## config.mk

```make
export PLATFORM = sky130hd
export DESIGN_NAME = rtc_calendar_to_unix_ms_core
export DESIGN_NICKNAME = d
export VERILOG_FILES = /design/src/hw/rtl/rcu_pkg.sv /design/src/hw/rtl/rcu_date.sv /design/src/hw/rtl/rcu_div_cell.sv /design/src/hw/rtl/rtc_calendar_to_unix_ms_core.sv
export SDC_FILE = /design/constraint.sdc
export NUM_CORES = 2
export LEC_CHECK = 0
export BUFFER_PORTS_ARGS = -buffer_cell sky130_fd_sc_hd__buf_2
export CORE_UTILIZATION = 30
export CTS_CLUSTER_SIZE = 30
export DETAILED_ROUTE_END_ITERATION = 7
export MAX_ROUTING_LAYER = met4
export PLACE_DENSITY_LB_ADDON = 0.1
export SYNTH_ARGS = -nofsm -noshare
export SYNTH_HDL_FRONTEND = slang
export SYNTH_SLANG_ARGS = --single-unit
```

## constraint.sdc

```tcl
create_clock -name i_clk -period 12.4 [get_ports i_clk]
set_input_delay 1.86 -clock i_clk [delete_from_list [all_inputs] [get_ports i_clk]]
set_output_delay 1.86 -clock i_clk [all_outputs]
set_load 0.05 [all_outputs]
```

## src/hw/rtl/rcu_pkg.sv

```systemverilog
// ============================================================================
// rcu_pkg
// Shared widths, constants, types and the month table for the RTC calendar
// to Unix millisecond converter.
// ============================================================================
package rcu_pkg;

    // field widths of one calendar reading
    localparam int YEAR_W   = 7;
    localparam int MONTH_W  = 4;
    localparam int DAY_W    = 5;
    localparam int HOUR_W   = 5;
    localparam int MIN_W    = 6;
    localparam int SEC_W    = 6;
    localparam int SUBSEC_W = 15;
    localparam int FRAC_W   = 15;

    // result width
    localparam int MS_W = 42;

    // stream data widths, padded to whole bytes
    localparam int IN_TDATA_W  = 48;
    localparam int OUT_TDATA_W = 48;

    // bit offsets of the input fields in tdata
    localparam int YEAR_LSB   = 0;
    localparam int MONTH_LSB  = YEAR_LSB + YEAR_W;
    localparam int DAY_LSB    = MONTH_LSB + MONTH_W;
    localparam int HOUR_LSB   = DAY_LSB + DAY_W;
    localparam int MIN_LSB    = HOUR_LSB + HOUR_W;
    localparam int SEC_LSB    = MIN_LSB + MIN_W;
    localparam int SUBSEC_LSB = SEC_LSB + SEC_W;

    // internal widths of the date path
    localparam int LEAPS_W = 6;
    localparam int MSTART_W = 9;
    localparam int DAYS_W = 16;
    localparam int HRS_W  = 21;
    localparam int MINS_W = 27;
    localparam int SECS_W = 33;

    // divider widths: quotient below 1024, numerator below 2^25
    localparam int Q_W   = 10;
    localparam int NUM_W = 25;
    localparam int DEN_W = FRAC_W + 1;
    localparam int DIV_CELLS = Q_W;

    // date pipeline depth
    localparam int DATE_STAGES = 5;

    // constants
    localparam logic [DAYS_W-1:0] DAYS_1970_TO_2000 = DAYS_W'(10957);
    localparam logic [DAYS_W-1:0] DAYS_PER_YEAR     = DAYS_W'(365);
    localparam logic [FRAC_W-1:0] FRAC_RESET        = FRAC_W'(255);
    localparam logic [NUM_W-1:0]  MS_PER_SEC_NUM    = NUM_W'(1000);
    localparam logic [MS_W-1:0]   MS_PER_SEC        = MS_W'(1000);
    localparam logic [YEAR_W-1:0] YEAR_2100         = YEAR_W'(100);
    localparam logic [MONTH_W-1:0] MONTH_JAN        = MONTH_W'(1);
    localparam logic [MONTH_W-1:0] MONTH_MAR        = MONTH_W'(3);
    localparam logic [MONTH_W-1:0] MONTH_DEC        = MONTH_W'(12);

    // one item travelling down the divider chain
    typedef struct packed {
        logic [NUM_W-1:0] rem;    // running remainder
        logic [NUM_W-1:0] dsh;    // divisor aligned to the current quotient bit
        logic [Q_W-1:0]   quo;    // quotient bits so far
        logic [MS_W-1:0]  ms_whole;
        logic             err;
    } t_div_item;

    // days before the first of a month in a common year
    function automatic logic [MSTART_W-1:0] month_start(input logic [MONTH_W-1:0] m);
        logic [MSTART_W-1:0] d;
        case (m)
            4'd1:    d = 9'd0;
            4'd2:    d = 9'd31;
            4'd3:    d = 9'd59;
            4'd4:    d = 9'd90;
            4'd5:    d = 9'd120;
            4'd6:    d = 9'd151;
            4'd7:    d = 9'd181;
            4'd8:    d = 9'd212;
            4'd9:    d = 9'd243;
            4'd10:   d = 9'd273;
            4'd11:   d = 9'd304;
            4'd12:   d = 9'd334;
            default: d = 9'd0;
        endcase
        return d;
    endfunction

endpackage

```

## src/hw/rtl/rcu_date.sv

```systemverilog
// ============================================================================
// rcu_date
// Front pipeline: day count, range check, rounding numerator, then hours,
// minutes, seconds and whole milliseconds one constant product per stage.
// ============================================================================
module rcu_date (
    input  logic                                i_clk,
    input  logic                                i_rst_n,
    input  logic [rcu_pkg::FRAC_W-1:0]          i_second_fraction,
    input  logic                                i_valid,
    output logic                                o_ready,
    input  logic [rcu_pkg::IN_TDATA_W-1:0]      i_data,
    output logic                                o_valid,
    input  logic                                i_ready,
    output rcu_pkg::t_div_item                  o_item
);

    // stage valid flags and per-stage ready
    logic [rcu_pkg::DATE_STAGES-1:0] r_vld;
    logic [rcu_pkg::DATE_STAGES-1:0] w_rdy;

    // field unpack
    logic [rcu_pkg::YEAR_W-1:0]   w_year;
    logic [rcu_pkg::MONTH_W-1:0]  w_month;
    logic [rcu_pkg::DAY_W-1:0]    w_day;
    logic [rcu_pkg::HOUR_W-1:0]   w_hours;
    logic [rcu_pkg::MIN_W-1:0]    w_minutes;
    logic [rcu_pkg::SEC_W-1:0]    w_seconds;
    logic [rcu_pkg::SUBSEC_W-1:0] w_subsec;

    // first stage logic
    logic [rcu_pkg::LEAPS_W-1:0]  w_leaps;
    logic                         w_leap_year;
    logic                         w_err;
    logic [rcu_pkg::FRAC_W-1:0]   w_ticks;
    logic [rcu_pkg::DEN_W-1:0]    w_denom;
    logic [rcu_pkg::NUM_W-1:0]    n_s1_numer;
    logic [rcu_pkg::DAYS_W-1:0]   n_s1_days;

    // stage registers
    logic [rcu_pkg::DAYS_W-1:0]   r_s1_days;
    logic [rcu_pkg::HOUR_W-1:0]   r_s1_hours;
    logic [rcu_pkg::MIN_W-1:0]    r_s1_minutes;
    logic [rcu_pkg::SEC_W-1:0]    r_s1_seconds;
    logic [rcu_pkg::HRS_W-1:0]    r_s2_hrs;
    logic [rcu_pkg::MIN_W-1:0]    r_s2_minutes;
    logic [rcu_pkg::SEC_W-1:0]    r_s2_seconds;
    logic [rcu_pkg::MINS_W-1:0]   r_s3_mins;
    logic [rcu_pkg::SEC_W-1:0]    r_s3_seconds;
    logic [rcu_pkg::SECS_W-1:0]   r_s4_secs;
    logic [rcu_pkg::DATE_STAGES-2:0] r_err;
    logic [rcu_pkg::NUM_W-1:0]    r_numer [rcu_pkg::DATE_STAGES-1];
    logic [rcu_pkg::NUM_W-1:0]    r_dsh   [rcu_pkg::DATE_STAGES-1];
    rcu_pkg::t_div_item           r_out;

    // ready chain from the far end
    always_comb begin
        w_rdy[rcu_pkg::DATE_STAGES-1] = !r_vld[rcu_pkg::DATE_STAGES-1] || i_ready;
        for (int k = rcu_pkg::DATE_STAGES - 2; k >= 0; k--) begin
            w_rdy[k] = !r_vld[k] || w_rdy[k+1];
        end
    end

    assign o_ready = w_rdy[0];
    assign o_valid = r_vld[rcu_pkg::DATE_STAGES-1];
    assign o_item  = r_out;

    // unpack the input transfer
    assign w_year    = i_data[rcu_pkg::YEAR_LSB   +: rcu_pkg::YEAR_W];
    assign w_month   = i_data[rcu_pkg::MONTH_LSB  +: rcu_pkg::MONTH_W];
    assign w_day     = i_data[rcu_pkg::DAY_LSB    +: rcu_pkg::DAY_W];
    assign w_hours   = i_data[rcu_pkg::HOUR_LSB   +: rcu_pkg::HOUR_W];
    assign w_minutes = i_data[rcu_pkg::MIN_LSB    +: rcu_pkg::MIN_W];
    assign w_seconds = i_data[rcu_pkg::SEC_LSB    +: rcu_pkg::SEC_W];
    assign w_subsec  = i_data[rcu_pkg::SUBSEC_LSB +: rcu_pkg::SUBSEC_W];

    // leap years since 2000, with 2100 dropped
    always_comb begin
        w_leaps = rcu_pkg::LEAPS_W'((8'(w_year) + 8'd3) >> 2)
                - rcu_pkg::LEAPS_W'(w_year > rcu_pkg::YEAR_2100);
        w_leap_year = (w_year[1:0] == 2'b00) && (w_year != rcu_pkg::YEAR_2100);
    end

    // whole days before the given day
    always_comb begin
        n_s1_days = rcu_pkg::DAYS_1970_TO_2000
                  + rcu_pkg::DAYS_W'(w_year) * rcu_pkg::DAYS_PER_YEAR
                  + rcu_pkg::DAYS_W'(w_leaps)
                  + rcu_pkg::DAYS_W'(rcu_pkg::month_start(w_month))
                  + rcu_pkg::DAYS_W'(w_leap_year && (w_month >= rcu_pkg::MONTH_MAR))
                  + rcu_pkg::DAYS_W'(w_day)
                  - rcu_pkg::DAYS_W'(1);
    end

    // range check and rounding numerator for the subsecond part
    always_comb begin
        w_err   = (w_month < rcu_pkg::MONTH_JAN) || (w_month > rcu_pkg::MONTH_DEC)
               || (w_subsec > i_second_fraction);
        w_ticks = i_second_fraction - w_subsec;
        w_denom = rcu_pkg::DEN_W'(i_second_fraction) + rcu_pkg::DEN_W'(1);
        if (w_err) begin
            n_s1_numer = '0;
        end else begin
            n_s1_numer = rcu_pkg::NUM_W'(w_ticks) * rcu_pkg::MS_PER_SEC_NUM
                       + rcu_pkg::NUM_W'(w_denom >> 1);
        end
    end

    // stage valid flags
    always_ff @(posedge i_clk) begin
        if (!i_rst_n) begin
            r_vld <= '0;
        end else begin
            if (w_rdy[0]) r_vld[0] <= i_valid;
            for (int k = 1; k < rcu_pkg::DATE_STAGES; k++) begin
                if (w_rdy[k]) r_vld[k] <= r_vld[k-1];
            end
        end
    end

    // error flag, numerator and aligned divisor carried along the date stages
    always_ff @(posedge i_clk) begin
        if (w_rdy[0] && i_valid) begin
            r_err[0]   <= w_err;
            r_numer[0] <= n_s1_numer;
            r_dsh[0]   <= rcu_pkg::NUM_W'(w_denom) << (rcu_pkg::Q_W - 1);
        end
        for (int k = 1; k < rcu_pkg::DATE_STAGES - 1; k++) begin
            if (w_rdy[k] && r_vld[k-1]) begin
                r_err[k]   <= r_err[k-1];
                r_numer[k] <= r_numer[k-1];
                r_dsh[k]   <= r_dsh[k-1];
            end
        end
    end

    // stage 1: days and time fields
    always_ff @(posedge i_clk) begin
        if (w_rdy[0] && i_valid) begin
            r_s1_days    <= n_s1_days;
            r_s1_hours   <= w_hours;
            r_s1_minutes <= w_minutes;
            r_s1_seconds <= w_seconds;
        end
    end

    // stage 2: hours since epoch
    always_ff @(posedge i_clk) begin
        if (w_rdy[1] && r_vld[0]) begin
            r_s2_hrs     <= rcu_pkg::HRS_W'(r_s1_days) * rcu_pkg::HRS_W'(24)
                          + rcu_pkg::HRS_W'(r_s1_hours);
            r_s2_minutes <= r_s1_minutes;
            r_s2_seconds <= r_s1_seconds;
        end
    end

    // stage 3: minutes since epoch
    always_ff @(posedge i_clk) begin
        if (w_rdy[2] && r_vld[1]) begin
            r_s3_mins    <= rcu_pkg::MINS_W'(r_s2_hrs) * rcu_pkg::MINS_W'(60)
                          + rcu_pkg::MINS_W'(r_s2_minutes);
            r_s3_seconds <= r_s2_seconds;
        end
    end

    // stage 4: seconds since epoch
    always_ff @(posedge i_clk) begin
        if (w_rdy[3] && r_vld[2]) begin
            r_s4_secs  <= rcu_pkg::SECS_W'(r_s3_mins) * rcu_pkg::SECS_W'(60)
                        + rcu_pkg::SECS_W'(r_s3_seconds);
        end
    end

    // stage 5: whole milliseconds, wrapped to the result width
    always_ff @(posedge i_clk) begin
        if (w_rdy[4] && r_vld[3]) begin
            r_out.ms_whole <= rcu_pkg::MS_W'(r_s4_secs) * rcu_pkg::MS_PER_SEC;
            r_out.err      <= r_err[3];
            r_out.rem      <= r_numer[3];
            r_out.dsh      <= r_dsh[3];
            r_out.quo      <= '0;
        end
    end

endmodule

```

## src/hw/rtl/rcu_div_cell.sv

```systemverilog
// ============================================================================
// rcu_div_cell
// One cell of the divider chain: resolves one quotient bit by compare and
// subtract, then hands the item and the halved divisor to the next cell.
// ============================================================================
module rcu_div_cell (
    input  logic               i_clk,
    input  logic               i_rst_n,
    input  logic               i_valid,
    output logic               o_ready,
    input  rcu_pkg::t_div_item i_item,
    output logic               o_valid,
    input  logic               i_ready,
    output rcu_pkg::t_div_item o_item
);

    logic               r_valid;
    rcu_pkg::t_div_item r_item;
    rcu_pkg::t_div_item n_item;
    logic               w_take;

    assign o_ready = !r_valid || i_ready;
    assign o_valid = r_valid;
    assign o_item  = r_item;
    assign w_take  = i_valid && o_ready;

    // one restoring division step
    always_comb begin
        n_item = i_item;
        if (i_item.rem >= i_item.dsh) begin
            n_item.rem = i_item.rem - i_item.dsh;
            n_item.quo = {i_item.quo[rcu_pkg::Q_W-2:0], 1'b1};
        end else begin
            n_item.quo = {i_item.quo[rcu_pkg::Q_W-2:0], 1'b0};
        end
        n_item.dsh = i_item.dsh >> 1;
    end

    // cell valid flag
    always_ff @(posedge i_clk) begin
        if (!i_rst_n) begin
            r_valid <= 1'b0;
        end else if (o_ready) begin
            r_valid <= i_valid;
        end
    end

    // cell payload
    always_ff @(posedge i_clk) begin
        if (w_take) begin
            r_item <= n_item;
        end
    end

endmodule

```

## src/hw/rtl/rtc_calendar_to_unix_ms_core.sv

```systemverilog
// ============================================================================
// rtc_calendar_to_unix_ms_core
// RTC calendar reading to Unix epoch milliseconds, fully pipelined.
// ============================================================================
// A new calendar reading can be taken every clock cycle while a stalled
// output has not backed up the pipeline, and each one gives exactly one
// result after five date stages (day count, then hours, minutes, seconds
// and milliseconds one constant product each), ten divider cells that
// each resolve one bit of the rounded subsecond milliseconds, and the
// output register. Every stage holds its item only while the next one is
// full, so a stalled output does not stop input transfers until the
// pipeline has filled. A bad month or a subsecond count above the
// prescaler returns zero with the range error flag set. Write the
// prescaler only while no conversion is in flight.
module rtc_calendar_to_unix_ms_core (
    input  logic                               i_clk,
    input  logic                               i_rst_n,
    // prescaler register
    input  logic                               i_cfg_wr_en,
    input  logic [rcu_pkg::FRAC_W-1:0]         i_cfg_wr_data,
    // calendar input
    input  logic                               s_axis_tvalid,
    output logic                               s_axis_tready,
    // year_since_2000, month, day, hours, minutes, seconds, subsecond_count
    input  logic [rcu_pkg::IN_TDATA_W-1:0]     s_axis_tdata,
    // millisecond output
    output logic                               m_axis_tvalid,
    input  logic                               m_axis_tready,
    // unix_ms, zero padding
    output logic [rcu_pkg::OUT_TDATA_W-1:0]    m_axis_tdata,
    // range_error
    output logic                               m_axis_tuser
);

    logic [rcu_pkg::FRAC_W-1:0] r_second_fraction;

    // chain links: index 0 is the date pipeline output
    logic                 w_vld [rcu_pkg::DIV_CELLS+1];
    logic                 w_rdy [rcu_pkg::DIV_CELLS+1];
    rcu_pkg::t_div_item   w_item [rcu_pkg::DIV_CELLS+1];

    logic                 w_out_rdy;
    logic                 r_out_valid;
    logic [rcu_pkg::MS_W-1:0] r_out_ms;
    logic                 r_out_err;
    logic [rcu_pkg::MS_W-1:0] n_out_ms;

    // prescaler register
    always_ff @(posedge i_clk) begin
        if (!i_rst_n) begin
            r_second_fraction <= rcu_pkg::FRAC_RESET;
        end else if (i_cfg_wr_en) begin
            r_second_fraction <= i_cfg_wr_data;
        end
    end

    // date and numerator pipeline
    rcu_date u_date (
        .i_clk             (i_clk),
        .i_rst_n           (i_rst_n),
        .i_second_fraction (r_second_fraction),
        .i_valid           (s_axis_tvalid),
        .o_ready           (s_axis_tready),
        .i_data            (s_axis_tdata),
        .o_valid           (w_vld[0]),
        .i_ready           (w_rdy[0]),
        .o_item            (w_item[0])
    );

    // divider chain, one quotient bit per cell
    for (genvar g = 0; g < rcu_pkg::DIV_CELLS; g++) begin : g_cell
        rcu_div_cell u_cell (
            .i_clk   (i_clk),
            .i_rst_n (i_rst_n),
            .i_valid (w_vld[g]),
            .o_ready (w_rdy[g]),
            .i_item  (w_item[g]),
            .o_valid (w_vld[g+1]),
            .i_ready (w_rdy[g+1]),
            .o_item  (w_item[g+1])
        );
    end

    assign w_out_rdy = !r_out_valid || m_axis_tready;
    assign w_rdy[rcu_pkg::DIV_CELLS] = w_out_rdy;

    // add the rounded fraction, force zero on a range error
    always_comb begin
        if (w_item[rcu_pkg::DIV_CELLS].err) begin
            n_out_ms = '0;
        end else begin
            n_out_ms = w_item[rcu_pkg::DIV_CELLS].ms_whole
                     + rcu_pkg::MS_W'(w_item[rcu_pkg::DIV_CELLS].quo);
        end
    end

    // output register valid
    always_ff @(posedge i_clk) begin
        if (!i_rst_n) begin
            r_out_valid <= 1'b0;
        end else if (w_out_rdy) begin
            r_out_valid <= w_vld[rcu_pkg::DIV_CELLS];
        end
    end

    // output register payload
    always_ff @(posedge i_clk) begin
        if (w_out_rdy && w_vld[rcu_pkg::DIV_CELLS]) begin
            r_out_ms  <= n_out_ms;
            r_out_err <= w_item[rcu_pkg::DIV_CELLS].err;
        end
    end

    assign m_axis_tvalid = r_out_valid;
    assign m_axis_tdata  = rcu_pkg::OUT_TDATA_W'(r_out_ms);
    assign m_axis_tuser  = r_out_err;

endmodule
```

After elaboration in Yosys (flattened, before gate mapping)
Memory sizes are Yosys's and may differ from the RTL's. A register that Yosys moved wholly into a read port is not among the register bits.
Index checks and enable logic that the tools add are counted.
{ "totals": {"ff_bits": 1110, "ram_bits": 200, "mem_bits_ro": 144, "inputBits": 68, "output_inout_bits": 51, "wordCells": 213, "mem_count": 3} }
{ "classes": {"n_addsub": 24, "n_mul": 6, "magnitude_cmp": 15, "n_eq_ne": 1, "mux": 28, "reduce_logical": 53} }
{ "mem_list": {"columns": ["memory", "words", "word_bits", "rd", "rd_ports_with_merged_regs", "wr", "line_no", "source"], "rows": [
  ["(name not given)", 16, 9, 1, 0, 0, "rcu_pkg.sv:74", "case (m)"],
  ["u_date.r_dsh", 4, 25, 4, 1, 4, "rcu_date.sv:53", "logic [rcu_pkg::NUM_W-1:0] r_dsh [rcu_pkg::DATE_STAGES-1];"],
  ["u_date.r_numer", 4, 25, 4, 1, 4, "rcu_date.sv:52", "logic [rcu_pkg::NUM_W-1:0] r_numer [rcu_pkg::DATE_STAGES-1];"]
]} }
{ "op_table": {"columns": ["operator", "count"], "rows": [
  ["25-bit 2-to-1 mux", 10],
  ["42-bit by 10-bit adder with 42-bit output", 1],
  ["33-bit by 7-bit multiplier with 39-bit output (second input constant)", 1],
  ["33-bit by 6-bit adder with 33-bit output", 1],
  ["27-bit by 4-bit multiplier with 31-bit output (second input constant)", 1],
  ["27-bit by 6-bit adder with 27-bit output", 1],
  ["25-bit by 15-bit adder with 25-bit output", 1],
  ["25-bit by 16-bit greater-or-equal comparator with 1-bit output", 1],
  ["25-bit by 17-bit greater-or-equal comparator with 1-bit output", 1],
  ["25-bit by 18-bit greater-or-equal comparator with 1-bit output", 1],
  ["25-bit by 19-bit greater-or-equal comparator with 1-bit output", 1],
  ["25-bit by 20-bit greater-or-equal comparator with 1-bit output", 1],
  ["25-bit by 21-bit greater-or-equal comparator with 1-bit output", 1],
  ["25-bit by 22-bit greater-or-equal comparator with 1-bit output", 1],
  ["25-bit by 23-bit greater-or-equal comparator with 1-bit output", 1],
  ["25-bit by 24-bit greater-or-equal comparator with 1-bit output", 1],
  ["25-bit greater-or-equal comparator", 1],
  ["21-bit by 4-bit multiplier with 25-bit output (second input constant)", 1],
  ["25-bit by 17-bit subtractor with 25-bit output", 1],
  ["25-bit by 18-bit subtractor with 25-bit output", 1],
  ["25-bit by 19-bit subtractor with 25-bit output", 1],
  ["25-bit by 20-bit subtractor with 25-bit output", 1],
  ["25-bit by 21-bit subtractor with 25-bit output", 1],
  ["25-bit by 22-bit subtractor with 25-bit output", 1],
  ["28 further kinds", 94]
]} }

Longest topological paths before layout
{ "logic_depth": {"depth_word": 20, "ltp_mapped": 32, "depth_no_buf": 32} }

Cells and area by module
From an unflattened synthesis, not the netlist that was laid out.
{ "hier_totals": {"cells_unflattened": 6434, "area_unflattened_um2": 82225.1} }
{ "by_module_without_submodules": {"columns": ["mod", "instances", "cells_each", "area_per_inst_um2", "seq_area_each_um2"], "rows": [
  ["rcu_div_cell (g_cell[1].u_cell ...)", 9, 370, 4854.7, 3083.0],
  ["rcu_date", 1, 2418, 30215.2, 11541.1],
  ["rcu_div_cell (g_cell[0].u_cell)", 1, 373, 5028.6, 3083.0],
  ["rtc_calendar_to_unix_ms_core", 1, 313, 3289.4, 1611.5]
]} }

Least setup slack after synthesis
OpenSTA, ideal clock, no wires.
{ "synth_path": {"path_type": "input to register", "start": "input port m_axis_tready", "end": "register g_cell[2].u_cell.r_item, in the netlist g_cell[2].u_cell.o_item[0] (enable)", "setup_time_ps": 655, "t_arrival_ps": 8861, "required_ps": 11745, "setup_slack_ps": 2884, "cell_stages": 6, "n_path_buf": 0, "cell_sequence": "nor2b_1 and3_1 and3_1 and2_1 and3_1 a21boi_0"} }
{ "synth_via": {"elab_chain_len": 10} }
{ "synth_rtl": {"columns": ["item", "line_no", "source"], "rows": [
  ["from (decl)", "rtc_calendar_to_unix_ms_core.sv:28", "input logic m_axis_tready,"],
  ["1-bit logical OR", "rtc_calendar_to_unix_ms_core.sv:84", "assign w_out_rdy = !r_out_valid || m_axis_tready;"],
  ["1-bit logical OR (8 in series)", "rcu_div_cell.sv:22", "assign o_ready = !r_valid || i_ready;"],
  ["1-bit logical AND", "rcu_div_cell.sv:25", "assign w_take = i_valid && o_ready;"],
  ["net g_cell[2].u_cell.w_take", "rcu_div_cell.sv:20", "logic w_take;"],
  ["to (signal assigned)", "rcu_div_cell.sv:51", "r_item <= n_item;"],
  ["to (decl)", "rcu_div_cell.sv:18", "rcu_pkg::t_div_item r_item;"]
]} }
The timed path passes the listed nets, and every way through them passes these cells.
A chain may end at the register's enable or synchronous reset.

==> summary.md <==
| Metric | Value |
|---|---|
| Post-synth EDFFs | 1248 |
| Max stage delay cell, worst path | a221oi_1 |
| Mapped Area | 68210 µm² |
| Top Ports | 119 |
| Simple-gate share of the synthesized area | 0.08234 |
| Die Footprint | 229300 µm² |
| CTS H-tree lvls | 4 |
| Slew HR | 0.2056 |
| Setup bufs post-CTS | 0 |
| Yosys reg bits | 1279 |
| Startpoint Class | primary input |
| Clk buf depth | 3 |
| # port buffers | 112 |
| Placed inst area | 72610 µm² |
| TritonCTS clock tree | yes |
| Syn_area_per_cell | 13.30 µm² |
| RSZ-0062 raised after global routing | no |
| CTS buffer count | 149 |
| First-pass GRT wire length | 206600 µm |
| DR top layer | met4 |
| Status | finished clean |
| Post-route design area | 77660 µm² |
| Synth Instances | 5130 |
| Adder-cell area share of the yosys netlist | 0.1794 |
| DRT Pass-1 Iters | 5 |
| Post-Route WL | 124700 µm |
| Die width | 478.8 µm |
| Compound-Gate Fraction of Synth Area | 0.08669 |
| Tcrit/Tclk final | 0.6976 |
| Area contributors post-synth | edfxtp_1 55%, fa_1 9.0%, ha_1 8.9%, xnor2_1 3.2%, inv_1 2.6% |
| Critical Path AT | 9.17 ns |
| Fin crit period | 8.650 ns |
| Final setup fails | 0 |
| Met1 Wirelength | 57230 µm |
| Post-synthesis xor/xnor area fraction | 0.04995 |
| Area Growth Syn to Fin | 13.85% |
| Resize count post-CTS | 0 |
| Final hold vios | 0 |
| Netlist cell types | 100 |
| Worst path max stage delay | 0.57 ns |
| Worst Path Class, Setup | primary input to flop |
| Pin count of the biggest net entering global routing | 90 |
| Share of cells above drive strength 1 | 0.08606 |
| Flip-flop and latch area | 38100 µm² |
| Fin Setup TNS | 0 ns |
| Met2 wire length | 59960 µm |
| Antenna-violating nets left | 0 |
| Clock Sinks | 1279 |
| Skew-Pair Late Insertion Delay | 0.80 ns |
| Fill cells | 21910 |
| GP Congestion | 0.8280 |
| Met3 routed WL | 3798 µm |
| Mux contribution to synthesized area | 0.01225 |
| Number of global-route vias before repair | 39610 |
| DRC violations left | 0 |
| # Max-Cap Violations | 0 |
| Detailed-route via count | 37440 |
| Largest family of logic cells by synthesized area | adder cells |
| Area occupied by multi-input gates | 28190 µm² |
| GR Util All Layers | 0.1134 |
| Initial cell density of the core | 0.3027 |
| Number of DRC markers in iteration 0 | 1533 |
| GRT overflow | 0 |
| Hold Crit Class | flop to flop |
| Top FF cell, synth | edfxtp_1 |
| Vias per cell | 4.419 |
| Synth async-reset ratio | 0 |
| Slew Viols, Final | 0 |
| Clk_skew | 0.04154 ns |
| Fmax | 0.1156 GHz |
| Worst-Margin Slew | 1.189 ns |
| Die Ht | 478.8 µm |
| Syn. warnings | 0 |
| Initial antenna violation count | 3 |
| Critical Path RT | 12.92 ns |
| Core ar. | 225300 µm² |
| Nets | 6218 |
| Standard-cell row count | 174 |
| Detailed Place HPWL | 94930 µm |
| Worst setup EP type | flop |
| Worst-path clk slew | 0.06 ns |
| Largest area contributor in the netlist | edfxtp_1 |
| CTS root buf | clkbuf_16 |
| Yosys top cell area share | 0.5494 |
| Hold-fix buffers at CTS | 0 |
| Worst-path maximum fanout | 6 |
| Post-synthesis sequential area ratio | 0.5585 |
| WL/cell | 14.72 µm |
[worst max-delay path: cells and delay by family]
kind                       cells  cell delay (ns)
AOI/OAI and AO/OA             13             2.81
xor gates and xnor gates       2             0.72
adders and majority gates      7             2.74
buffers and inverters          5             0.48
and+or+nand+nor                4             0.52
[placed cells by master (no fill, tap or decap), drive strengths merged, types with 55 or more instances in the layout]
master	instances
edfxtp	1248
ha	487
inv	486
fa	306
a21oi	301
nor2	285
xnor2	252
nand2	246
o21ai	198
clkbuf	177
buf	144
xor2	137
a21o	97
nand3	94
nor3	94
nor2b	84
o21a	57
clkinv	55
[through the flow]
stage               hold slack [ns]  setup slack [ns]    util  instances
finish                       0.3890             3.750  0.3447       8471
CTS                          0.3904             3.747  0.3446       8465
floorplan                    0.4003             2.884       -       5135
global route                 0.4104             3.062  0.3446       8469
global placement             0.4015             2.908  0.3223       8198
detailed placement           0.4045             2.896  0.3223       8198
[flip-flops by register name, summed over array words and instances (netlist names)]
signal and flops:
u_date.o_item 81, u_date.r_s2_minutes 6, u_date.r_numer 100, m_axis_tuser 1, r_second_fraction 15, u_date.r_s2_hrs 21, u_date.r_s1_days 16, u_date.r_s2_seconds 6
u_date.r_s3_mins 27, u_date.r_s1_seconds 6, g_cell.u_cell.o_item 824, u_date.r_s3_seconds 6, u_date.r_s4_secs 33, r_out_ms 42, u_date.r_s1_hours 5, u_date.r_s1_minutes 6
u_date.r_err 4, u_date.r_vld 5, m_axis_tvalid 1, g_cell.u_cell.o_valid 10, u_date.r_dsh 64
[cells by family after synthesis]
family          Yosys count
compound gates          927
mux                      78
fa+ha+maj               795
simple gates           1112
flops                  1279
buf+inv                 549
other cells               1
xor+xnor                389
[synth_stat cells, types with 25 or more instances]
cell,instances
nor3_1,92
clkbuf_1,50
a21o_1,97
nand3_1,94
o21bai_1,30
edfxtp_1,1248
xor2_1,137
nand2_1,245
nor4_1,36
or3_1,34
o21a_1,57
xnor2_1,252
fa_1,306
a211oi_1,32
a31oi_1,26
mux2_2,43
nand2b_1,34
o211ai_1,25
and3_1,35
nor2b_1,84
dfxtp_1,31
nand4_1,51
a21oi_1,298
nor2_1,284
mux2i_1,34
inv_1,476
o21ai_0,184
ha_1,487
[final cells by class]
type                       count  area share
inverter                     476     0.02301
multi-input combinational   3307      0.3629
clock inverter                90     0.01492
timing repair buffer         144     0.01031
sequential                  1279      0.4905
clock buffer                 177     0.04990
antenna                        6   0.0001933
tap                         2992     0.04820
[metal layers]
metal / up-vias / global-route usage
met4: 0 / 0.04198
li1: 19150 / -
met2: 460 / 0.1914
met5: - / -
met3: 234 / 0.01780
met1: 17590 / 0.1362
[worst paths after layout]
path                        start               endpoint  slack [ns]  cells past startpoint
max              s_axis_tdata[33]  u_date.r_numer[0][24]        3.75                     31
max reg2reg  r_second_fraction[0]  u_date.r_numer[0][24]        4.41                     31
min reg2reg   u_date.r_dsh[1][11]    u_date.r_dsh[2][11]        0.39                      0
min           u_date.r_dsh[1][11]    u_date.r_dsh[2][11]        0.39                      0
Power is left out: the tool's default activity adds up to more than one toggle a clock period on the data nets, which glitch-free logic cannot reach.
